$ cat src/rtl/ais_pkg.sv
// Package for the ascending integer sorter: widths, payload types, cell control, FSM states.
`default_nettype none

package ais_pkg;

    // Element width is fixed by the payload format
    localparam int WIDTH = 32;
    // Default number of insertion cells (set capacity)
    localparam int DEPTH_DEF = 64;

    typedef logic signed [WIDTH-1:0] t_value;

    // Input request: one element of the set
    typedef struct packed {
        t_value value;
        logic   last;
    } t_in_req;

    // Output request: one sorted element
    typedef struct packed {
        t_value value_res;
        logic   last_res;
        logic   overflowed;
    } t_out_res;

    // Control shared by every cell of the chain
    typedef struct packed {
        logic insert;
        logic shift;
    } t_cell_ctl;

    typedef enum logic {
        ST_FILL,
        ST_DRAIN
    } t_state;

endpackage : ais_pkg

`default_nettype wire

$ cat src/rtl/ais_cell.sv
// One insertion cell: holds a sorted element, inserts or shifts with its neighbors.
`default_nettype none

module ais_cell
    import ais_pkg::*;
(
    input  wire        i_clk,
    input  t_cell_ctl  i_ctl,
    input  t_value     i_new,
    input  t_value     i_left,
    input  t_value     i_right,
    input  wire        i_left_gt,
    input  wire        i_occupied,
    output t_value     o_value,
    output logic       o_gt
);

    t_value r_value;
    t_value n_value;

    // Empty cells, or cells strictly greater than the new element, move right.
    // Equal held values stay ahead of the newcomer, which keeps the order stable.
    always_comb begin
        o_gt = !i_occupied || (r_value > i_new);
    end

    always_comb begin
        n_value = r_value;
        if (i_ctl.shift) begin
            n_value = i_right;
        end else if (i_ctl.insert) begin
            if (i_left_gt) begin
                n_value = i_left;
            end else if (o_gt) begin
                n_value = i_new;
            end
        end
    end

    always_ff @(posedge i_clk) begin
        r_value <= n_value;
    end

    assign o_value = r_value;

endmodule : ais_cell

`default_nettype wire

$ cat config.mk
export PLATFORM = sky130hd
export DESIGN_NAME = ais_cell
export DESIGN_NICKNAME = d
export VERILOG_FILES = /design/src/rtl/ais_pkg.sv /design/src/rtl/ais_cell.sv
export SDC_FILE = /design/constraint.sdc
export NUM_CORES = 1
export LEC_CHECK = 0
export ABC_AREA = 1
export BUFFER_PORTS_ARGS = -buffer_cell sky130_fd_sc_hd__buf_2
export CELL_PAD_IN_SITES_DETAIL_PLACEMENT = 2
export CELL_PAD_IN_SITES_GLOBAL_PLACEMENT = 2
export CORE_ASPECT_RATIO = 1.2
export CORE_MARGIN = 4
export CORE_UTILIZATION = 26
export DETAILED_ROUTE_END_ITERATION = 12
export PLACE_DENSITY = 0.89
export SLEW_MARGIN = 5
export SYNTH_ARGS = -nofsm -noshare
export SYNTH_HDL_FRONTEND = slang
export SYNTH_SLANG_ARGS = --single-unit
export TNS_END_PERCENT = 20
$ cat constraint.sdc
create_clock -name i_clk -period 4.2 [get_ports i_clk]
set_input_delay 0.84 -clock i_clk [delete_from_list [all_inputs] [get_ports i_clk]]
set_output_delay 0.84 -clock i_clk [all_outputs]
set_load 0.01 [all_outputs]
; ---- Word-level counts from Yosys, hierarchy flattened
; Cells that the tools add are included.
[word_totals]
reg_bits = 32
word_cells = 11
in_bits = 101
[classes]
n_reduce_logical = 5
n_mux = 4
magnitude_cmp = 1
[ops]
columns = op, n
row1 = $mux W32, 4
row2 = $gt A32 B32 Y1, 1
row3 = $reduce_bool A3 Y1, 1
row4 = $reduce_and A2 Y1, 1
row5 = $reduce_bool A2 Y1, 1
row6 = $logic_not A1 Y1, 1
row7 = $logic_or A1 B1 Y1, 1

; ---- Longest topological paths before layout
; Gate-level depths: netlist of run 1.
[depth]
depth_word = 6
depth_mapped = 18

; ---- Worst setup path before layout of run 1
; OpenSTA, ideal clock, no wires.
[synth_timing]
kind = in2reg
startpoint = input port i_new[23]
endpoint = register r_value[0], in the netlist o_value[0] (enable)
arrival_ns = 2.569
setup_slack_ns = 1.244
path_buffers = 0
setup_ns = 0.387
cell_stages = 12
t_required_ns = 3.813
path_cell_list = inv_1 > ha_1 > nand2_1 > nor2_1 > nand2_1 > nor3b_2 > nand2_1 > nand3_1 > nand3_2 > nand3_2 > nand2_1 > inv_1
[synth_between]
elab_chain_cells = 4
[synth_rtl]
columns = element, line_no
row1 = "start, declared", ais_cell.sv:9  ; input t_value i_new,
row2 = $gt A32 B32 Y1, ais_cell.sv:24  ; o_gt = !i_occupied || (r_value > i_new);
row3 = $logic_or A1 B1 Y1, ais_cell.sv:24
row4 = $reduce_bool A3 Y1 (no line), --
row5 = $reduce_and A2 Y1 (no line), --
row6 = "end signal, assigned", ais_cell.sv:41  ; r_value <= n_value;
row7 = "end, declared", ais_cell.sv:18  ; t_value r_value;
; Every way passes these cells.
; A chain may end at the register's enable or synchronous reset.

; ---- Final worst setup path of run 1
[layout_timing]
startpoint = input port i_new[31]
endpoint = output port o_gt
[layout_between]
elab_chain_cells = 2
[layout_rtl]
columns = element, line_no
row1 = $gt A32 B32 Y1, ais_cell.sv:24
row2 = $logic_or A1 B1 Y1, ais_cell.sv:24
row3 = "end, declared", ais_cell.sv:15  ; output logic o_gt
; Every way passes these cells.

==> impl_metrics.csv, run 1 <==
group,metric,value,unit
sta,layout_min_cycle_time,3.22,ns
sta,hold_slack,0.844,ns
detailed_routing,routed_via_density,4.73,
power,vdd.ir_drop.worst,0.194,mV
clock_network,max-clock-path-buffers,2,
layout,insertedDiodeCount,0,
sta,final_hold_viol_count,0,
clock_network,worst_skew_pair.late_latency,0.27,ns
yosys,synthDominantCellAreaShare,37.7,%
clock_network,cts_setup_buffers,0,
power,sequentialPowerShare,39.0,%
yosys,synthDominantAreaCellType,"sky130_fd_sc_hd__edfxtp_1",
sta,setup_tns,0,ns
critical_path,crit_type,"primary input to output pin",
clock_network,cts_htree_levels,2,
status,status,"finished clean",
yosys,synthFlopType,"sky130_fd_sc_hd__edfxtp_1",
placed_design,detailed_place_hpwl,7.58,mm
sta,slew_viol_final,0,
clock_network,cts_inserted_buffers,5,
power,netSwitchingPower,0.000313,W
yosys,syn-num-nets,435,
yosys,mappedNetlistArea,2550,µm²
power,switching_share,29.4,%
floorplanning,initial_core_util,26.6,%
clock_network,clk_pin_slew,0.05,ns
global_route,vias_in_the_first_global_route,3001,
critical_path,timing.critical_path.fanout_max,4,
detailed_routing,ant_nets,0,
global_route,grt-ovfl-total,0,
detailed_routing,drc_errors,0,
layout,post_route_cells_drive_above_1_share,34.0,%
sta,max_freq,311,MHz
power,share_clk_of_total_power,31.7,%
sta,setup_repair_after_global_routing_missed_its_margin,"no",
sta,skew,0.00664,ns
detailed_routing,drt_total_wl,9.07,mm
power,power_frac_comb,29.3,%
clock_network,tritoncts,"built",
flow_run,drv_cap,0,
clock_network,post_cts_resized,0,
clock_network,clkSinkCount,32,
yosys,synth_edf_count,32,
worst_hold_path,holdCritPathClass,"primary input to flop",
sta,final-setup-viol-count,0,
power,power_per_cell_area,306,nW/µm²
clock_network,cts-hold-fix-buffers,0,
global_route,antenna_found_initial,0,
critical_path,endpoint_kind,"output pin",
global_route,grt_use_total,15.4,%
yosys,ys_types,20,
placed_design,globalplace.congestion,0.774,
clock_network,cts_root_buffer,"sky130_fd_sc_hd__clkbuf_16",
critical_path,worst_ep_required_time,3.36,ns
placed_design,port_buffers,133,
sta,timing.slew.headroom,34.8,%
detailed_routing,drt-initial-drc-count,51,
layout,max_reg_flops,32,
power,internal_power,0.000753,W
yosys,ys_top_cells_by_area,"sky130_fd_sc_hd__edfxtp_1 (38%), sky130_fd_sc_hd__ha_1 (16%), sky130_fd_sc_hd__nand2_1 (11%)",
floorplanning,die_height,116,µm
yosys,portion_of_the_post_synthesis_area_used_by_sequential_elements,37.7,%
global_route,grt_pass1_wl,14.2,mm
floorplanning,pin_count,134,
floorplanning,die_outline_area,11500,µm²
yosys,synthesis.yosys.warnings,0,
floorplanning,core_box_area,9560,µm²
detailed_routing,drt_first_pass_iters,4,
yosys,synth-seq-cells,32,
yosys,synth_cells,302,
detailed_routing,route.detailed.wl_per_inst,16.3,µm
floorplanning,die-width,98.4,µm
yosys,cell_types_with_the_highest_counts_after_synthesis,"sky130_fd_sc_hd__nand2_1 (73), sky130_fd_sc_hd__inv_1 (44), sky130_fd_sc_hd__edfxtp_1 (32), sky130_fd_sc_hd__ha_1 (32), sky130_fd_sc_hd__o21a_1 (31)",
critical_path,worstPathArrival,2.38,ns
detailed_routing,vias,2623,
critical_path,cp_startpoint_kind,"primary input",
yosys,synthArstFlopShare,0,%
sta,timing.final.crit_share,76.6,%
yosys,syn_area_per_cell,8.44,µm²
sta,worst-slew-pin-transition,0.976,ns
yosys,post-synth-top-count-cell,"sky130_fd_sc_hd__nand2_1",
layout,finalNetCount,564,
global_route,grt_start_max_net_pins,63,
layout,flow.area_growth_from_synthesis,36.6,%
power,total_leakage_power,1.75,nW
floorplanning,fp-row-count,39,
-- final timing paths --
kind / startpoint / end / slack, ns / cells after the start
max: i_new[31] / o_gt / 0.98 / 13
min: i_right[6] / o_value[6] / 0.84 / 2
max reg2reg: o_value[23] / o_value[26] / 1.52 / 12
min reg2reg: o_value[31] / o_value[1] / 1.39 / 6
-- power by group through the flow --
stage / logic [W] / clock network [W] / registers [W]
after floorplan: 0.000159 / 0 / 0.000436
after global placement: 0.000301 / 0 / 0.000421
after detailed placement: 0.000320 / 0 / 0.000423
after CTS: 0.000323 / 0.000351 / 0.000417
after global routing: 0.000356 / 0.000364 / 0.000420
final: 0.000312 / 0.000337 / 0.000416
-- placed cells by master, fill, tap and decap left out, types with 2 or more instances in the layout --
cell	netlist	final
sky130_fd_sc_hd__o21ai_0	2	2
sky130_fd_sc_hd__o211ai_1	29	29
sky130_fd_sc_hd__buf_2	1	133
sky130_fd_sc_hd__edfxtp_1	32	32
sky130_fd_sc_hd__nor2_1	14	14
sky130_fd_sc_hd__clkbuf_16	0	5
sky130_fd_sc_hd__nand3_2	2	2
sky130_fd_sc_hd__clkbuf_1	12	2
sky130_fd_sc_hd__a21oi_1	20	20
sky130_fd_sc_hd__ha_1	32	32
sky130_fd_sc_hd__nand3_1	3	3
sky130_fd_sc_hd__nand2_1	73	73
sky130_fd_sc_hd__o21a_1	31	31
sky130_fd_sc_hd__inv_1	44	44
-- worst max-delay path, stage by stage --
cell	delay [ns]
sky130_fd_sc_hd__buf_2	0.10
sky130_fd_sc_hd__inv_1	0.05
sky130_fd_sc_hd__ha_1	0.34
sky130_fd_sc_hd__nand2_1	0.10
sky130_fd_sc_hd__nor2_2	0.15
sky130_fd_sc_hd__nand2_2	0.09
sky130_fd_sc_hd__nor3b_2	0.16
sky130_fd_sc_hd__nand2_1	0.08
sky130_fd_sc_hd__nand2_1	0.07
sky130_fd_sc_hd__nand2_1	0.06
sky130_fd_sc_hd__nand3_2	0.07
sky130_fd_sc_hd__nand2_1	0.09
sky130_fd_sc_hd__buf_2	0.15
-- metal layers --
layer / vias to the layer above / track usage [%] / share of wire [%]
met3: 14 / 2.45 / 4.1
met1: 1241 / 15.1 / 36
met2: 76 / 31.8 / 57
met5: - / 0 / 0
li1: 1292 / - / -
met4: 0 / 6.38 / 2.7
-- area by class of cell --
type | instances | area [µm²]
fillers | 1144 | 6080
multi-input cells | 212 | 1370
flip-flops and latches | 32 | 961
repair buffers | 135 | 693
inverters | 45 | 169
well taps | 123 | 154
clock buffers | 7 | 133
clock inverters | 1 | 3.75
-- logic make-up (layout without fill, tap and decap cells) --
kind of cell / Yosys count / in the layout / synth area share, %
buffers and inverters: 58 / 188 / 8.59
AOI/OAI and AO/OA: 83 / 83 / 22.3
and+or+nand+nor: 97 / 97 / 15.7
adders and majority gates: 32 / 32 / 15.7
DFF: 32 / 32 / 37.7
-- per-stage QoR --
stage	instances	instance area, µm²	total power (W)	setup WS [ns]	utilization (%)
after floorplan	302	2550	0.000595	1.24	-
after global placement	547	3340	0.000722	0.947	35.0
after detailed placement	547	3340	0.000743	0.921	35.0
after CTS	555	3480	0.00109	0.944	36.4
after global routing	555	3480	0.00114	0.810	36.4
final	555	3480	0.00107	0.982	36.4
No activity file was read; power rests on OpenSTA's default activity.
==> run 2: changes to the inputs <==
--- a/config.mk
+++ b/config.mk
@@ -5,15 +5,15 @@
 export SDC_FILE = /design/constraint.sdc
 export NUM_CORES = 1
 export LEC_CHECK = 0
-export ABC_AREA = 1
+export ABC_AREA = 0
 export BUFFER_PORTS_ARGS = -buffer_cell sky130_fd_sc_hd__buf_2
 export CELL_PAD_IN_SITES_DETAIL_PLACEMENT = 2
 export CELL_PAD_IN_SITES_GLOBAL_PLACEMENT = 2
 export CORE_ASPECT_RATIO = 1.2
 export CORE_MARGIN = 4
-export CORE_UTILIZATION = 26
+export CORE_UTILIZATION = 25
 export DETAILED_ROUTE_END_ITERATION = 12
-export PLACE_DENSITY = 0.89
+export PLACE_DENSITY = 0.85
 export SLEW_MARGIN = 5
 export SYNTH_ARGS = -nofsm -noshare
 export SYNTH_HDL_FRONTEND = slang
==> constraint.sdc (replaced) <==
create_clock -name i_clk -period 3.05 [get_ports i_clk]
set_input_delay 0.61 -clock i_clk [delete_from_list [all_inputs] [get_ports i_clk]]
set_output_delay 0.61 -clock i_clk [all_outputs]
set_load 0.01 [all_outputs]
==> run 2 against run 1 <==
  * Worst hold slack got worse by 0.22 ns
  * Highest routed layer unchanged
  * Die area up 0.20%
  * Largest power group unchanged
  * Flip-flop and latch count unchanged
  * Sequential share of layout area grew 0.46 points
  * Routed wire length decreased by 1.3%
  * Critical endpoint unchanged
==> impl_metrics.csv, run 2 <==
group,metric,value,unit
detailed_routing,drt_total_wl,8.96,mm
detailed_routing,drt_first_pass_iters,4,
clock_network,clk_pin_slew,0.05,ns
detailed_routing,vias,2459,
sta,setup_tns,0,ns
worst_hold_path,min_delay_worst_endpoint,"o_value[25]",
sta,final_hold_viol_count,0,
yosys,synth-seq-cells,32,
detailed_routing,top_layer,"met4",
clock_network,max-clock-path-buffers,2,
layout,finalNetCount,526,
clock_network,cts_inserted_buffers,5,
global_route,grt_use_total,15.3,%
critical_path,worst_ep_required_time,2.44,ns
sta,slew_viol_final,0,
global_route,antenna_found_initial,0,
power,power_per_cell_area,421,nW/µm²
floorplanning,die-width,98.5,µm
detailed_routing,ant_nets,0,
floorplanning,fp-row-count,39,
yosys,ys_top_cells_by_area,"sky130_fd_sc_hd__edfxtp_1 (39%), sky130_fd_sc_hd__ha_1 (16%), sky130_fd_sc_hd__mux2i_1 (13%)",
floorplanning,die_height,117,µm
detailed_routing,met1_length,3.46,mm
sta,setup_repair_after_global_routing_missed_its_margin,"no",
sta,layout_min_cycle_time,2.90,ns
global_route,grt_start_max_net_pins,40,
yosys,synthFlopType,"sky130_fd_sc_hd__edfxtp_1",
yosys,syn-num-nets,392,
yosys,mappedNetlistArea,2450,µm²
power,total_leakage_power,1.76,nW
clock_network,tritoncts,"built",
layout,utilization,35.8,%
critical_path,worstPathArrival,2.29,ns
critical_path,cp_startpoint_kind,"primary input",
critical_path,r2r_setup_slack,0.48,ns
yosys,synth_edf_count,32,
layout,finish.instance_area,3420,µm²
detailed_routing,met3_length,359,µm
status,status,"finished clean",
yosys,synthDominantCellAreaShare,39.1,%
yosys,cell_types_with_the_highest_counts_after_synthesis,"sky130_fd_sc_hd__nand2_1 (41), sky130_fd_sc_hd__o21ai_0 (35), sky130_fd_sc_hd__inv_1 (33)",
layout,post_route_cells_drive_above_1_share,38.4,%
yosys,synthesis.yosys.warnings,0,
global_route,grt_pass1_wl,14.0,mm
worst_hold_path,worstHoldPathCells,3,
clock_network,cts_htree_levels,2,
yosys,ys_types,27,
detailed_routing,wl_met2,5.07,mm
detailed_routing,drt-initial-drc-count,70,
detailed_routing,route.detailed.wl_per_inst,17.4,µm
placed_design,post_place_instance_area,3280,µm²
placed_design,port_buffers,133,
layout,final_common_cell,"sky130_fd_sc_hd__buf_2",
global_route,vias_in_the_first_global_route,2819,
critical_path,endpoint_kind,"output pin",
sta,worst-slew-pin-transition,0.693,ns
yosys,synthArstFlopShare,0,%
placed_design,pre_cts_slack,0.0690,ns
floorplanning,initial_core_util,25.7,%
worst_hold_path,holdCritPathClass,"primary input to flop",
yosys,synthDominantAreaCellType,"sky130_fd_sc_hd__edfxtp_1",
yosys,synth_cells,259,
sta,skew,0.00506,ns
critical_path,rr_startpoint,"o_value[31]",
power,vdd.ir_drop.worst,0.239,mV
sta,max_freq,345,MHz
layout,max_reg_flops,32,
floorplanning,core_box_area,9560,µm²
floorplanning,pin_count,134,
yosys,syn_area_per_cell,9.48,µm²
global_route,grt-ovfl-total,0,
clock_network,cts_root_buffer,"sky130_fd_sc_hd__clkbuf_16",
clock_network,clkSinkCount,32,
sta,worst_slack,0.148,ns
yosys,portion_of_the_post_synthesis_area_used_by_sequential_elements,39.1,%
sta,final-setup-viol-count,0,
critical_path,crit_type,"primary input to output pin",
placed_design,detailed_place_hpwl,7.60,mm
layout,most-common-layout-cells,"sky130_fd_sc_hd__buf_2 (133), sky130_fd_sc_hd__nand2_1 (41), sky130_fd_sc_hd__o21ai_0 (35)",
detailed_routing,drc_errors,0,
layout,insertedDiodeCount,0,
detailed_routing,routed_via_density,4.78,
yosys,post-synth-top-count-cell,"sky130_fd_sc_hd__nand2_1",
layout,flow.area_growth_from_synthesis,39.4,%
sta,timing.slew.headroom,53.8,%
sta,timing.final.crit_share,95.2,%
worst_hold_path,min-delay-start,"i_right[25]",
critical_path,endpoint_of_the_worst_slack_reg_to_reg_timing_path,"o_value[0]",
critical_path,worst-r2r-cell-count,8,
clock_network,worst_skew_pair.late_latency,0.27,ns
critical_path,timing.critical_path.fanout_max,4,
placed_design,globalplace.congestion,0.748,
floorplanning,die_outline_area,11500,µm²
flow_run,drv_cap,0,
==> run 2: changes by cell type after synthesis, sizes merged, moves of 2 or more <==
cell and change:
inv -11, a21oi -6, nand4 +7, nor3 +2, o21a -31, nor2 -15, buf +2, clkbuf -4
or4 +2, mux2i +32, o31a +2, nand2 -33, o21ai +34, o211ai -28
==> run 2: cell type report <==
class                   instances  area (µm²)
clock buffers                   5         125
fillers                      1133        6140
inverters                      33         124
multi-input cells             183        1340
flip-flops and latches         32         961
well taps                     123         154
repair buffers                138         716
==> run 2: how the worst max path moves through the flow <==
stage               from  cells past startpoint          to  slack, ns
2_1_floorplan  i_new[30]                      7  o_value[0]       0.21
3_3_place_gp   i_new[31]                      8        o_gt       0.08
3_5_place_dp   i_new[31]                      8        o_gt       0.07
4_1_cts        i_new[31]                      8        o_gt       0.04
5_1_grt        i_new[30]                      8        o_gt       0.01
6_report       i_new[31]                      8        o_gt       0.15
==> run 2: timing repair <==
item	CTS	global route
hold buffers	0	0
resized for setup	0	2
setup endpoints to repair	0	1
setup buffers	0	0
==> run 2: report_power, final <==
group          internal (W)  switching, W  leakage, nW
clock network      0.000288      0.000161       0.0616
registers          0.000547     0.0000303        0.330
logic              0.000185      0.000229         1.37
total               0.00102      0.000420         1.76
==> run 2: per-layer routing <==
| metal | up-vias | global-route usage (%) |
|---|---|---|
| met5 | - | 0 |
| met4 | 0 | 3.19 |
| met3 | 4 | 2.27 |
| met2 | 62 | 30.9 |
| met1 | 1192 | 16.9 |
| li1 | 1201 | - |
==> run 2: cells by family after synthesis <==
logic type	Yosys count	synth area share (%)
and+or+nand+nor	62	11.8
AOI/OAI and AO/OA	57	12.8
buffers and inverters	44	6.88
muxes	32	13.0
adders and majority gates	32	16.3
DFF	32	39.1
==> run 2: critical path, cell delays in order <==
cell and delay, ns:
sky130_fd_sc_hd__buf_2 0.10, sky130_fd_sc_hd__inv_1 0.07, sky130_fd_sc_hd__ha_4 0.29, sky130_fd_sc_hd__nand4_1 0.14
sky130_fd_sc_hd__or4_4 0.59, sky130_fd_sc_hd__nor3_2 0.17, sky130_fd_sc_hd__o31a_2 0.17, sky130_fd_sc_hd__buf_2 0.15
==> run 2: stage by stage <==
stage / std cells / hold WS, ns / power (W)
6_report: 514 / 0.623 / 0.00144
5_1_grt: 514 / 0.637 / 0.00154
4_1_cts: 514 / 0.621 / 0.00146
3_5_place_dp: 509 / 0.898 / 0.00100
3_3_place_gp: 509 / 0.907 / 0.000974
2_1_floorplan: 259 / 0.797 / 0.000789
==> run 3: changes to the inputs <==
--- a/config.mk
+++ b/config.mk
@@ -5,7 +5,6 @@
 export SDC_FILE = /design/constraint.sdc
 export NUM_CORES = 1
 export LEC_CHECK = 0
-export ABC_AREA = 0
 export BUFFER_PORTS_ARGS = -buffer_cell sky130_fd_sc_hd__buf_2
 export CELL_PAD_IN_SITES_DETAIL_PLACEMENT = 2
 export CELL_PAD_IN_SITES_GLOBAL_PLACEMENT = 2
@@ -13,7 +12,7 @@
 export CORE_MARGIN = 4
 export CORE_UTILIZATION = 25
 export DETAILED_ROUTE_END_ITERATION = 12
-export PLACE_DENSITY = 0.85
+export PLACE_DENSITY_LB_ADDON = 0.15
 export SLEW_MARGIN = 5
 export SYNTH_ARGS = -nofsm -noshare
 export SYNTH_HDL_FRONTEND = slang
==> run 3 against run 2 <==
  * Sequential share of layout area decreased by 0.051 points
  * Critical path depth unchanged
  * Flip-flop and latch count unchanged
  * Register-to-register slack about the same
  * Sequential power decreased by 0.7%
  * Non-clock buffer count unchanged
  * Count of clock-buffer cells in the layout increased by 2
  * Routed wire length decreased by 8.1%
  * Maximum frequency about the same
==> impl_metrics.csv, run 3 (synthesis results as in run 2) <==
group,metric,value,unit
power,power_per_cell_area,422,nW/µm²
floorplanning,pin_count,134,
power,internal_power,0.00103,W
sta,slew_viol_final,0,
global_route,grt_pass1_wl,13.3,mm
floorplanning,die_height,117,µm
sta,final_hold_viol_count,0,
critical_path,rr_startpoint,"o_value[30]",
clock_network,cts_root_buffer,"sky130_fd_sc_hd__clkbuf_16",
sta,max_freq,345,MHz
critical_path,cp_startpoint_kind,"primary input",
sta,layout_min_cycle_time,2.90,ns
power,netSwitchingPower,0.000417,W
global_route,vias_in_the_first_global_route,2722,
layout,insertedDiodeCount,0,
critical_path,endpoint_kind,"output pin",
clock_network,max-clock-path-buffers,2,
layout,flow.area_growth_from_synthesis,39.7,%
sta,worst-slew-pin-transition,0.482,ns
clock_network,clkSinkCount,32,
detailed_routing,ant_nets,0,
detailed_routing,vias,2410,
placed_design,dpl.cell_count,509,
floorplanning,die-width,98.5,µm
detailed_routing,drt-initial-drc-count,56,
status,status,"finished clean",
clock_network,clk_pin_slew,0.05,ns
floorplanning,core_box_area,9560,µm²
clock_network,cts_inserted_buffers,5,
flow_run,drv_cap,0,
global_route,grt_start_max_net_pins,47,
detailed_routing,top_layer,"met5",
critical_path,worst_ep_required_time,2.44,ns
power,share_clk_of_total_power,33.0,%
detailed_routing,drc_errors,0,
critical_path,r2r_setup_slack,0.48,ns
layout,max_reg_flops,32,
layout,fin_cells,517,
detailed_routing,wl_met2,4.22,mm
placed_design,globalplace.congestion,0.741,
worst_hold_path,min_delay_worst_endpoint,"o_value[21]",
detailed_routing,met3_length,584,µm
critical_path,crit_type,"primary input to output pin",
sta,timing.slew.headroom,67.9,%
sta,timing.final.crit_share,95.2,%
floorplanning,fp-row-count,39,
placed_design,port_buffers,133,
critical_path,endpoint_of_the_worst_slack_reg_to_reg_timing_path,"o_value[26]",
global_route,grt_use_total,14.5,%
floorplanning,die_outline_area,11500,µm²
detailed_routing,route.detailed.wl_per_inst,15.9,µm
placed_design,detailed_place_hpwl,6.92,mm
clock_network,cts_htree_levels,2,
layout,finalNetCount,526,
critical_path,worstPathArrival,2.29,ns
power,vdd.ir_drop.worst,0.177,mV
layout,post_route_cells_drive_above_1_share,37.8,%
sta,final-setup-viol-count,0,
power,total_leakage_power,1.76,nW
detailed_routing,routed_via_density,4.66,
clock_network,tritoncts,"built",
detailed_routing,met1_length,3.36,mm
detailed_routing,drt_first_pass_iters,4,
sta,setup_tns,0,ns
worst_hold_path,worstHoldPathCells,3,
detailed_routing,drt_total_wl,8.23,mm
power,power_frac_comb,27.4,%
clock_network,worst_skew_pair.late_latency,0.27,ns
global_route,antenna_found_initial,2,
critical_path,timing.critical_path.fanout_max,4,
layout,most-common-layout-cells,"sky130_fd_sc_hd__buf_2 (133), sky130_fd_sc_hd__nand2_1 (41), sky130_fd_sc_hd__o21ai_0 (35)",
floorplanning,initial_core_util,25.7,%
sta,skew,0.00434,ns
power,switching_share,28.8,%
critical_path,worst-r2r-cell-count,8,
worst_hold_path,min-delay-start,"i_right[21]",
sta,setup_repair_after_global_routing_missed_its_margin,"no",
global_route,grt-ovfl-total,0,
layout,final_common_cell,"sky130_fd_sc_hd__buf_2",
power,sequentialPowerShare,39.6,%
worst_hold_path,holdCritPathClass,"primary input to flop",
[run 3: area by class of cell]
type / instances / area [µm²]
Timing Repair Buffer: 138 / 716
Fill cell: 1135 / 6130
Sequential cell: 32 / 961
Inverter: 33 / 124
Clock buffer: 7 / 133
Clock inverter: 1 / 3.75
Tap cell: 123 / 154
Multi-Input combinational cell: 183 / 1340
[run 3: per-layer routing]
| metal | GRT usage (%) | up-vias |
|---|---|---|
| li1 | - | 1197 |
| met1 | 16.3 | 1127 |
| met2 | 27.1 | 76 |
| met3 | 4.48 | 6 |
| met4 | 3.01 | 4 |
| met5 | 0 | - |
[run 3: power by group through the flow]
| stage | logic, W | registers, W | clock network [W] |
|---|---|---|---|
| detailed placement | 0.000405 | 0.000583 | 0 |
| global placement | 0.000394 | 0.000580 | 0 |
| global route | 0.000459 | 0.000581 | 0.000514 |
| floorplan | 0.000188 | 0.000601 | 0 |
| CTS | 0.000408 | 0.000574 | 0.000498 |
| finish | 0.000396 | 0.000573 | 0.000477 |
[run 3: worst max-delay path by stage]
stage / from / to / slack (ns)
CTS: i_new[31] / o_gt / 0.09
finish: i_new[30] / o_gt / 0.15
floorplan: i_new[30] / o_value[0] / 0.21
global route: i_new[30] / o_gt / 0.01
detailed placement: i_new[31] / o_value[27] / 0.1
global placement: i_new[31] / o_gt / 0.12
[run 3: worst max-delay path: stages]
cell and delay, ns:
sky130_fd_sc_hd__buf_2 0.09, sky130_fd_sc_hd__inv_1 0.04, sky130_fd_sc_hd__ha_1 0.32, sky130_fd_sc_hd__nand4_1 0.14, sky130_fd_sc_hd__or4_4 0.58, sky130_fd_sc_hd__nor3_1 0.19, sky130_fd_sc_hd__o31a_2 0.17, sky130_fd_sc_hd__buf_2 0.14
[run 3: per-stage QoR]
stage	hold slack [ns]	cell area (µm²)	utilization [%]	setup WS [ns]	power [W]
2_1_floorplan	0.797	2460	-	0.208	0.000789
3_3_place_gp	0.892	3280	34.3	0.119	0.000974
3_5_place_dp	0.898	3280	34.3	0.0990	0.000988
4_1_cts	0.612	3420	35.7	0.0925	0.00148
5_1_grt	0.628	3430	35.9	0.0119	0.00155
6_report	0.619	3430	35.9	0.148	0.00145
[run 3: timing repair]
action	CTS	global route
buffers inserted	0	0
endpoints found under the setup margin	0	1
resized for setup	0	1
endpoints found under the hold margin	0	0
hold buffers	0	0
